--- src/sv/mws_pkg.sv ---
// Shared types, constants and helpers for the moving window statistics block.
`timescale 1ns / 1ps

package mws_pkg;

  localparam int WINDOW_MAX  = 64;
  localparam int SAMPLE_BITS = 32;

  localparam int PTR_W     = $clog2(WINDOW_MAX);
  localparam int CNT_W     = $clog2(WINDOW_MAX + 1);
  localparam int SUM_W     = SAMPLE_BITS + PTR_W;
  localparam int DIV_CNT_W = $clog2(SUM_W + 1);
  localparam int TRIAL_W   = PTR_W + 1;

  localparam int MODE_W    = 2;
  localparam int WLEN_W    = 7;
  localparam int CFG_IDX_W = 4;
  localparam int CFG_DAT_W = 7;

  localparam logic [CFG_IDX_W-1:0] REG_MODE       = CFG_IDX_W'(0);
  localparam logic [CFG_IDX_W-1:0] REG_WINDOW_LEN = CFG_IDX_W'(1);

  localparam logic [MODE_W-1:0] MODE_MEAN = MODE_W'(0);
  localparam logic [MODE_W-1:0] MODE_MAX  = MODE_W'(1);
  localparam logic [MODE_W-1:0] MODE_MIN  = MODE_W'(2);

  typedef logic signed [SAMPLE_BITS-1:0] sample_t;
  typedef logic signed [SUM_W-1:0]       sum_t;

  typedef enum logic [2:0] {
    ST_IDLE,
    ST_WALK,
    ST_DIV_LOAD,
    ST_DIV,
    ST_OUT
  } state_t;

  typedef struct packed {
    logic accept;
    logic walk;
    logic div_start;
    logic div_run;
    logic load_out;
  } ctrl_cmd_t;

  typedef struct packed {
    logic walk_done;
    logic need_div;
    logic div_done;
    logic out_free;
  } dp_stat_t;

  // Clamp the programmed window length into 1..WINDOW_MAX.
  function automatic logic [CNT_W-1:0] eff_len(input logic [WLEN_W-1:0] wl);
    logic [CNT_W-1:0] len;
    if (wl == '0) begin
      len = CNT_W'(1);
    end else if (32'(wl) > WINDOW_MAX) begin
      len = CNT_W'(WINDOW_MAX);
    end else begin
      len = CNT_W'(wl);
    end
    return len;
  endfunction

endpackage

--- src/sv/mws_ifs.sv ---
// Handshake channel interfaces for samples, results and register writes.
`timescale 1ns / 1ps

interface mws_in_if;
  import mws_pkg::*;
  logic    valid;
  logic    ready;
  sample_t sample;
  logic    last_of_series;
  modport source (output valid, sample, last_of_series, input ready);
  modport sink (input valid, sample, last_of_series, output ready);
endinterface

interface mws_out_if;
  import mws_pkg::*;
  logic    valid;
  logic    ready;
  sample_t value;
  logic    valid_res;
  logic    last_out;
  modport source (output valid, value, valid_res, last_out, input ready);
  modport sink (input valid, value, valid_res, last_out, output ready);
endinterface

interface mws_cfg_if;
  import mws_pkg::*;
  logic                 valid;
  logic                 ready;
  logic [CFG_IDX_W-1:0] index;
  logic [CFG_DAT_W-1:0] data;
  modport source (output valid, index, data, input ready);
  modport sink (input valid, index, data, output ready);
endinterface

--- src/sv/mws_ctrl.sv ---
// Sequencer that steps one item through store walk, divide and output.
`timescale 1ns / 1ps

module mws_ctrl (
  input  logic                clk,
  input  logic                rst_n,
  input  logic                in_valid,
  output logic                in_ready,
  input  mws_pkg::dp_stat_t   stat,
  output mws_pkg::ctrl_cmd_t  cmd
);
  import mws_pkg::*;

  state_t state_r;
  state_t state_nxt;

  always_ff @(posedge clk) begin
    if (!rst_n) begin
      state_r <= ST_IDLE;
    end else begin
      state_r <= state_nxt;
    end
  end

  always_comb begin
    state_nxt = state_r;
    case (state_r)
      ST_IDLE: begin
        if (in_valid) state_nxt = ST_WALK;
      end
      ST_WALK: begin
        if (stat.walk_done) state_nxt = stat.need_div ? ST_DIV_LOAD : ST_OUT;
      end
      ST_DIV_LOAD: state_nxt = ST_DIV;
      ST_DIV: begin
        if (stat.div_done) state_nxt = ST_OUT;
      end
      ST_OUT: begin
        if (stat.out_free) state_nxt = ST_IDLE;
      end
      default: state_nxt = ST_IDLE;
    endcase
  end

  always_comb begin
    cmd      = '0;
    in_ready = 1'b0;
    case (state_r)
      ST_IDLE: begin
        in_ready   = 1'b1;
        cmd.accept = in_valid;
      end
      ST_WALK:     cmd.walk      = 1'b1;
      ST_DIV_LOAD: cmd.div_start = 1'b1;
      ST_DIV:      cmd.div_run   = 1'b1;
      ST_OUT:      cmd.load_out  = stat.out_free;
      default: begin
        cmd      = '0;
        in_ready = 1'b0;
      end
    endcase
  end

endmodule

--- src/sv/mws_dp.sv ---
// Datapath: sample store, window walk accumulator, serial divider and output register.
`timescale 1ns / 1ps

module mws_dp (
  input  logic                         clk,
  input  logic                         rst_n,
  input  mws_pkg::ctrl_cmd_t           cmd,
  output mws_pkg::dp_stat_t            stat,
  input  mws_pkg::sample_t             in_sample,
  input  logic                         in_last,
  input  logic [mws_pkg::MODE_W-1:0]   mode,
  input  logic [mws_pkg::WLEN_W-1:0]   window_len,
  input  logic                         out_ready,
  output logic                         out_valid,
  output mws_pkg::sample_t             out_value,
  output logic                         out_valid_res,
  output logic                         out_last
);
  import mws_pkg::*;

  sample_t mem [WINDOW_MAX];

  logic [PTR_W-1:0]     write_pos_r;
  logic [CNT_W-1:0]     fill_r;
  logic [PTR_W-1:0]     newest_r;
  logic [CNT_W-1:0]     len_r;
  logic [CNT_W-1:0]     k_r;
  logic                 rd_pend_r;
  sample_t              rd_data_r;
  sum_t                 acc_r;
  logic                 valid_r;
  logic                 last_r;
  logic                 neg_r;
  logic [SUM_W-1:0]     quot_r;
  logic [PTR_W-1:0]     rem_r;
  logic [DIV_CNT_W-1:0] div_cnt_r;
  logic                 out_v_r;
  sample_t              out_value_r;
  logic                 out_valid_res_r;
  logic                 out_last_r;

  logic [CNT_W-1:0]   len_eff;
  logic [CNT_W-1:0]   fill_inc;
  logic               full_now;
  logic               mode_mean;
  logic               rd_en;
  logic [CNT_W:0]     addr_wide;
  logic [PTR_W-1:0]   rd_addr;
  sum_t               elem;
  sum_t               acc_step;
  logic [TRIAL_W-1:0] trial;
  logic               qbit;
  logic [SUM_W-1:0]   quot_signed;
  sample_t            value_fin;

  assign len_eff   = eff_len(window_len);
  assign fill_inc  = (32'(fill_r) < WINDOW_MAX) ? fill_r + CNT_W'(1) : fill_r;
  assign full_now  = fill_inc >= len_eff;
  assign mode_mean = !((mode == MODE_MAX) || (mode == MODE_MIN));

  // Walk back from the newest entry, wrapping around the circular store.
  assign rd_en     = cmd.walk && (k_r < len_r);
  assign addr_wide = ((CNT_W + 1)'(newest_r) >= (CNT_W + 1)'(k_r))
                   ? (CNT_W + 1)'(newest_r) - (CNT_W + 1)'(k_r)
                   : (CNT_W + 1)'(newest_r) + (CNT_W + 1)'(WINDOW_MAX) - (CNT_W + 1)'(k_r);
  assign rd_addr   = addr_wide[PTR_W-1:0];

  assign elem = {{PTR_W{rd_data_r[SAMPLE_BITS-1]}}, rd_data_r};

  always_comb begin
    case (mode)
      MODE_MAX: acc_step = (elem > acc_r) ? elem : acc_r;
      MODE_MIN: acc_step = (elem < acc_r) ? elem : acc_r;
      default:  acc_step = acc_r + elem;
    endcase
  end

  assign trial = {rem_r, quot_r[SUM_W-1]};
  assign qbit  = trial >= TRIAL_W'(len_r);

  assign quot_signed = neg_r ? (~quot_r + SUM_W'(1)) : quot_r;

  always_comb begin
    if (!valid_r) begin
      value_fin = '0;
    end else if (mode_mean) begin
      value_fin = quot_signed[SAMPLE_BITS-1:0];
    end else begin
      value_fin = acc_r[SAMPLE_BITS-1:0];
    end
  end

  assign stat.walk_done = (k_r >= len_r) && !rd_pend_r;
  assign stat.need_div  = valid_r && mode_mean;
  assign stat.div_done  = div_cnt_r == '0;
  assign stat.out_free  = !out_v_r || out_ready;

  always_ff @(posedge clk) begin
    if (cmd.accept) mem[write_pos_r] <= in_sample;
    if (rd_en) rd_data_r <= mem[rd_addr];
  end

  // Control state.
  always_ff @(posedge clk) begin
    if (!rst_n) begin
      write_pos_r <= '0;
      fill_r      <= '0;
      k_r         <= '0;
      rd_pend_r   <= 1'b0;
      div_cnt_r   <= '0;
      out_v_r     <= 1'b0;
    end else begin
      if (cmd.accept) begin
        write_pos_r <= (32'(write_pos_r) == WINDOW_MAX - 1) ? '0 : write_pos_r + PTR_W'(1);
        fill_r      <= in_last ? '0 : fill_inc;
        // Skip the walk entirely when the window is not yet full.
        k_r         <= full_now ? CNT_W'(1) : len_eff;
      end else if (rd_en) begin
        k_r <= k_r + CNT_W'(1);
      end
      if (cmd.walk) begin
        rd_pend_r <= rd_en;
      end
      if (cmd.div_start) begin
        div_cnt_r <= DIV_CNT_W'(SUM_W);
      end else if (cmd.div_run && (div_cnt_r != '0)) begin
        div_cnt_r <= div_cnt_r - DIV_CNT_W'(1);
      end
      if (cmd.load_out) begin
        out_v_r <= 1'b1;
      end else if (out_ready) begin
        out_v_r <= 1'b0;
      end
    end
  end

  // Payload.
  always_ff @(posedge clk) begin
    if (cmd.accept) begin
      newest_r <= write_pos_r;
      len_r    <= len_eff;
      valid_r  <= full_now;
      last_r   <= in_last;
      acc_r    <= {{PTR_W{in_sample[SAMPLE_BITS-1]}}, in_sample};
    end else if (cmd.walk && rd_pend_r) begin
      acc_r <= acc_step;
    end
    if (cmd.div_start) begin
      neg_r  <= acc_r[SUM_W-1];
      quot_r <= acc_r[SUM_W-1] ? (~acc_r + SUM_W'(1)) : acc_r;
      rem_r  <= '0;
    end else if (cmd.div_run && (div_cnt_r != '0)) begin
      rem_r  <= qbit ? PTR_W'(trial - TRIAL_W'(len_r)) : trial[PTR_W-1:0];
      quot_r <= {quot_r[SUM_W-2:0], qbit};
    end
    if (cmd.load_out) begin
      out_value_r     <= value_fin;
      out_valid_res_r <= valid_r;
      out_last_r      <= last_r;
    end
  end

  assign out_valid     = out_v_r;
  assign out_value     = out_value_r;
  assign out_valid_res = out_valid_res_r;
  assign out_last      = out_last_r;

endmodule

--- src/sv/moving_window_statistics.sv ---
// Top level: register file, sequencer and datapath of the moving window statistics block.
//
//   channel   dir   payload                              accepted when
//   in_ch     in    sample, last_of_series               valid && ready
//   out_ch    out   value, valid_res, last_out           valid && ready
//   cfg_ch    in    index (0 mode, 1 window_len), data   valid && ready (always ready)
//
// One item at a time: an accept, then the walk: len - 1 store reads through the
// single registered read port, then folding the last read and finishing (no reads
// when len is 1 or the window is not full), then for a mean over a full window a load
// and the bit-serial divider, then the output state.
// Reset is synchronous, active low; the sample store needs no clearing.
// A stalled output holds the result register; the next item is taken meanwhile.
`timescale 1ns / 1ps

module moving_window_statistics (
  input logic        clk,
  input logic        rst_n,
  mws_in_if.sink     in_ch,
  mws_out_if.source  out_ch,
  mws_cfg_if.sink    cfg_ch
);
  import mws_pkg::*;

  logic [MODE_W-1:0] mode_r;
  logic [WLEN_W-1:0] wlen_r;
  ctrl_cmd_t         cmd;
  dp_stat_t          stat;

  assign cfg_ch.ready = 1'b1;

  // Drop writes to unknown register indexes.
  always_ff @(posedge clk) begin
    if (!rst_n) begin
      mode_r <= MODE_MEAN;
      wlen_r <= WLEN_W'(1);
    end else if (cfg_ch.valid) begin
      case (cfg_ch.index)
        REG_MODE:       mode_r <= cfg_ch.data[MODE_W-1:0];
        REG_WINDOW_LEN: wlen_r <= cfg_ch.data[WLEN_W-1:0];
        default: begin
          mode_r <= mode_r;
          wlen_r <= wlen_r;
        end
      endcase
    end
  end

  mws_ctrl u_ctrl (
    .clk      (clk),
    .rst_n    (rst_n),
    .in_valid (in_ch.valid),
    .in_ready (in_ch.ready),
    .stat     (stat),
    .cmd      (cmd)
  );

  mws_dp u_dp (
    .clk           (clk),
    .rst_n         (rst_n),
    .cmd           (cmd),
    .stat          (stat),
    .in_sample     (in_ch.sample),
    .in_last       (in_ch.last_of_series),
    .mode          (mode_r),
    .window_len    (wlen_r),
    .out_ready     (out_ch.ready),
    .out_valid     (out_ch.valid),
    .out_value     (out_ch.value),
    .out_valid_res (out_ch.valid_res),
    .out_last      (out_ch.last_out)
  );

endmodule

--- src/flat_wrapper.sv ---
// flat-port wrapper written by rule: the top's interface ports become plain ports
module moving_window_statistics_flat import mws_pkg::*;
  (clk, rst_n, in_ch_valid, in_ch_sample, in_ch_last_of_series, in_ch_ready, out_ch_valid, out_ch_value, out_ch_valid_res, out_ch_last_out, out_ch_ready, cfg_ch_valid, cfg_ch_index, cfg_ch_data, cfg_ch_ready);
  mws_in_if in_ch_i ();
  mws_out_if out_ch_i ();
  mws_cfg_if cfg_ch_i ();
  input logic clk;
  input logic rst_n;
  input wire logic [$bits(in_ch_i.valid)-1:0] in_ch_valid;
  input wire logic [$bits(in_ch_i.sample)-1:0] in_ch_sample;
  input wire logic [$bits(in_ch_i.last_of_series)-1:0] in_ch_last_of_series;
  output wire logic [$bits(in_ch_i.ready)-1:0] in_ch_ready;
  output wire logic [$bits(out_ch_i.valid)-1:0] out_ch_valid;
  output wire logic [$bits(out_ch_i.value)-1:0] out_ch_value;
  output wire logic [$bits(out_ch_i.valid_res)-1:0] out_ch_valid_res;
  output wire logic [$bits(out_ch_i.last_out)-1:0] out_ch_last_out;
  input wire logic [$bits(out_ch_i.ready)-1:0] out_ch_ready;
  input wire logic [$bits(cfg_ch_i.valid)-1:0] cfg_ch_valid;
  input wire logic [$bits(cfg_ch_i.index)-1:0] cfg_ch_index;
  input wire logic [$bits(cfg_ch_i.data)-1:0] cfg_ch_data;
  output wire logic [$bits(cfg_ch_i.ready)-1:0] cfg_ch_ready;
  assign in_ch_i.valid = in_ch_valid;
  assign in_ch_i.sample = in_ch_sample;
  assign in_ch_i.last_of_series = in_ch_last_of_series;
  assign in_ch_ready = in_ch_i.ready;
  assign out_ch_valid = out_ch_i.valid;
  assign out_ch_value = out_ch_i.value;
  assign out_ch_valid_res = out_ch_i.valid_res;
  assign out_ch_last_out = out_ch_i.last_out;
  assign out_ch_i.ready = out_ch_ready;
  assign cfg_ch_i.valid = cfg_ch_valid;
  assign cfg_ch_i.index = cfg_ch_index;
  assign cfg_ch_i.data = cfg_ch_data;
  assign cfg_ch_ready = cfg_ch_i.ready;
  moving_window_statistics u_core (.clk(clk), .rst_n(rst_n), .in_ch(in_ch_i), .out_ch(out_ch_i), .cfg_ch(cfg_ch_i));
endmodule
--- config.mk ---
export PLATFORM = sky130hd
export DESIGN_NAME = moving_window_statistics_flat
export DESIGN_NICKNAME = d
export VERILOG_FILES = /design/src/sv/mws_pkg.sv /design/src/sv/mws_ifs.sv /design/src/sv/mws_ctrl.sv /design/src/sv/mws_dp.sv /design/src/sv/moving_window_statistics.sv /design/src/flat_wrapper.sv
export SDC_FILE = /design/constraint.sdc
export NUM_CORES = 2
export LEC_CHECK = 0
export BUFFER_PORTS_ARGS = -buffer_cell sky130_fd_sc_hd__buf_2
export CORE_ASPECT_RATIO = 1.4
export CORE_MARGIN = 2
export CORE_UTILIZATION = 45
export CTS_BUF_LIST = sky130_fd_sc_hd__clkbuf_8
export CTS_CLUSTER_DIAMETER = 30
export DETAILED_ROUTE_END_ITERATION = 8
export PLACE_DENSITY = 0.67
export SYNTH_ARGS = -nofsm -noshare
export SYNTH_HDL_FRONTEND = slang
export SYNTH_SLANG_ARGS = --single-unit
--- constraint.sdc ---
create_clock -name clk -period 6.3 [get_ports clk]
set_clock_uncertainty 0.15 [all_clocks]
set_input_delay 0.63 -clock clk [delete_from_list [all_inputs] [get_ports clk]]
set_output_delay 0.63 -clock clk [all_outputs]
set_load 0.01 [all_outputs]
==> out/results.ini <==
[placed_design]
hpwl_mm = 130
port_buffers = 84
gp_congestion = 0.921

[global_routing]
overflow = 0
track_usage_pct = 20.9
grt_antenna_before_repair = 14
grt_max_degree = 77
grt_pass1_wl_mm = 318
grt_pass1_vias = 47900

[worst_setup_path]
crit_fanout = 42
startpoint_type = register
cpPeakStageDelay_ns = 1.03
cp-end-kind = register
crit_buf_inv = 3
crit_required_ns = 6.75
path_cells = ha_4 -> inv_1 -> fa_4 -> buf_12 -> buf_4 -> mux4_2 -> mux4_2 -> a211oi_1 -> a21oi_1
slowest_stage = fa_4
critPathArrivalTime_ns = 5.20
cp_common_cell = mux4_2
cp_top_family = adder cells
worstSetupPathType = reg2reg

[route]
drcViolationCount = 0
drt-pass1-iter-count = 6
ant_nets = 0
viasPerCell = 5.86
finalWirelength_mm = 216
wl_per_cell_um = 27.5
num_vias = 45900
drt_iter0_markers = 4185

[sta]
layout_min_cycle_time_ns = 4.75
final-max-slew-violation-count = 0
fin_crit_sh_pct = 75.4
fmax_mhz = 211
worst_pin_slew_ns = 1.23
finalHoldViolCount = 0
whs_ns = 0.103
grt_setup_unrepaired = no
setup_violations = 0
tns_ns = 0
slew_headroom_pct = 17.8

[floorplanning]
fp.dieArea_um2 = 207000
io_pins = 86
row_count = 195
die_w_um = 385
core-area_um2 = 202000
die_h_um = 537
initial_core_util_pct = 45.3

[synth]
synth_area_leaders = edfxtp_1 72%, mux4_2 16%, ha_1 1.5%
ys_async_sr_fraction_pct = 0
yosys.area_share.simple_pct = 2.87
synth_mux_area_share_pct = 16.4
synth_top_family_by_area = multiplexers
synth_xor_area_share_pct = 1.19
synth_nets = 4687
synth_top_cell_by_area = edfxtp_1
yosysWarnings = 0
avgSynthCellArea_um2 = 20.2
synth_top_area_share_pct = 72.4
synth_adder_area_share_pct = 1.57
synthCells = 4525
synth_flop_cell = edfxtp_1
synth.distinct_cells = 65
synth_area_um2 = 91500
ys_ff_latch = 2252
synth-edff-count = 2206
synth_compound_area_share_pct = 3.13
ys_seq_area_share_pct = 73.4

[clock_tree]
cts_resized = 0
cts_root_buffer = clkbuf_8
htree_levels = 5
clk_latency_ns = 0.96
cts_buffers = 354
clockBufferDepth = 4
cts_tree = built
clkSinkCount = 2252
clk_pin_slew_ns = 0.07

[cells_and_area]
nNetsFinal = 5057
post-route-util_pct = 51.3
fill_cells = 15800
drive_gt1_share_pct = 28.2
areaGrowthSynthToFinish_pct = 13.2
most-common-layout-cells = 2206 x edfxtp_1, 640 x mux4_2, 363 x clkbuf_8
layout_commonest_cell = edfxtp_1
multi_input_area_um2 = 23600
seq_area_um2 = 67200

[hold_path]
hold_class = in2reg

[run_status]
outcome = finished clean

[power]
p_leak_nw = 33.5
pwr_density_cell_nw_per_um2 = 383
ir_worst_vdd_uv = 199

[job]
maxCapViolCount = 0

[where the power goes]
group          internal, mW  switching [mW]
Clock                  6.73            5.80
Combinational          4.59            5.26
Sequential             16.9           0.372
Total                  28.2            11.4
[state kept, by name, summed over array words and instances (netlist names), 7 cells and up]
signal                 cells
u_core.u_dp.quot_r        38
u_core.wlen_r              7
u_core.u_dp.k_r            7
u_core.u_dp.len_r          7
u_core.u_dp.mem         2048
u_core.u_dp.out_value     32
u_core.u_dp.fill_r         7
u_core.u_dp.acc_r         38
u_core.u_dp.rd_data_r     32
[cells by family after synthesis]
| logic type | Yosys count |
|---|---|
| adder cells (fa/ha/maj) | 113 |
| buffers and inverters | 338 |
| flip-flops | 2252 |
| multiplexers | 699 |
| AO/OA/AOI/OAI | 453 |
| AND/OR/NAND/NOR | 545 |
| XOR/XNOR | 124 |
| other | 1 |
[routing by layer]
layer | share of wire (%) | routed length (µm) | vias up | GRT usage (%)
li1 | - | - | 19400 | -
met1 | 38 | 81000 | 24300 | 25.9
met2 | 54 | 116000 | 1724 | 37.8
met3 | 5.9 | 12700 | 406 | 2.99
met4 | 2.8 | 6020 | 6 | 6.70
met5 | 0.012 | 25 | - | 0
[synth_stat cells, types with 46 or more instances]
library cell  instances
edfxtp_1           2206
nand2_1             157
o21ai_0             139
nor2b_1              76
buf_1                64
xor2_1               48
xnor2_1              76
a21oi_1             114
dfxtp_1              46
clkbuf_1            158
mux4_2              640
mux2i_1              56
inv_1               106
ha_1                110
nor2_1              151
[metrics by stage]
stage | setup slack, ns | cell area, µm² | power (mW) | cells
6_report | 1.55 | 104000 | 39.7 | 7830
5_1_grt | 1.39 | 104000 | 41.3 | 7829
4_1_cts | 1.55 | 104000 | 40.0 | 7826
3_5_place_dp | 1.61 | 96300 | 27.5 | 7185
3_3_place_gp | 1.52 | 96300 | 27.4 | 7185
2_1_floorplan | 1.05 | 91500 | 24.5 | 4525
[area by class of cell]
| type | count | share of cell area (%) |
|---|---|---|
| Sequential cell | 2252 | 64.9 |
| Multi-Input combinational cell | 1935 | 22.8 |
| Clock buffer | 363 | 4.82 |
| Tap cell | 2659 | 3.21 |
| Clock inverter | 265 | 2.07 |
| Timing Repair Buffer | 245 | 1.85 |
| Inverter | 107 | 0.388 |
| Antenna cell | 4 | 0.00966 |
[repair_timing]
| action | in CTS | in global routing |
|---|---|---|
| endpoints found under the hold margin | 17 | 0 |
| hold buffers | 13 | 0 |
| buffers inserted | 0 | 0 |
[final timing paths]
kind,start,end,slack [ns],depth (start not counted)
min reg2reg,u_core.u_dp.last_r,u_core.u_dp.out_last,0.33,0
min,rst_n,u_core.u_dp.div_cnt_r[1],0.10,2
max,u_core.u_dp.k_r[0],u_core.u_dp.rd_data_r[3],1.55,9
max reg2reg,u_core.u_dp.k_r[0],u_core.u_dp.rd_data_r[3],1.55,9
(Power assumes the default switching activity.)
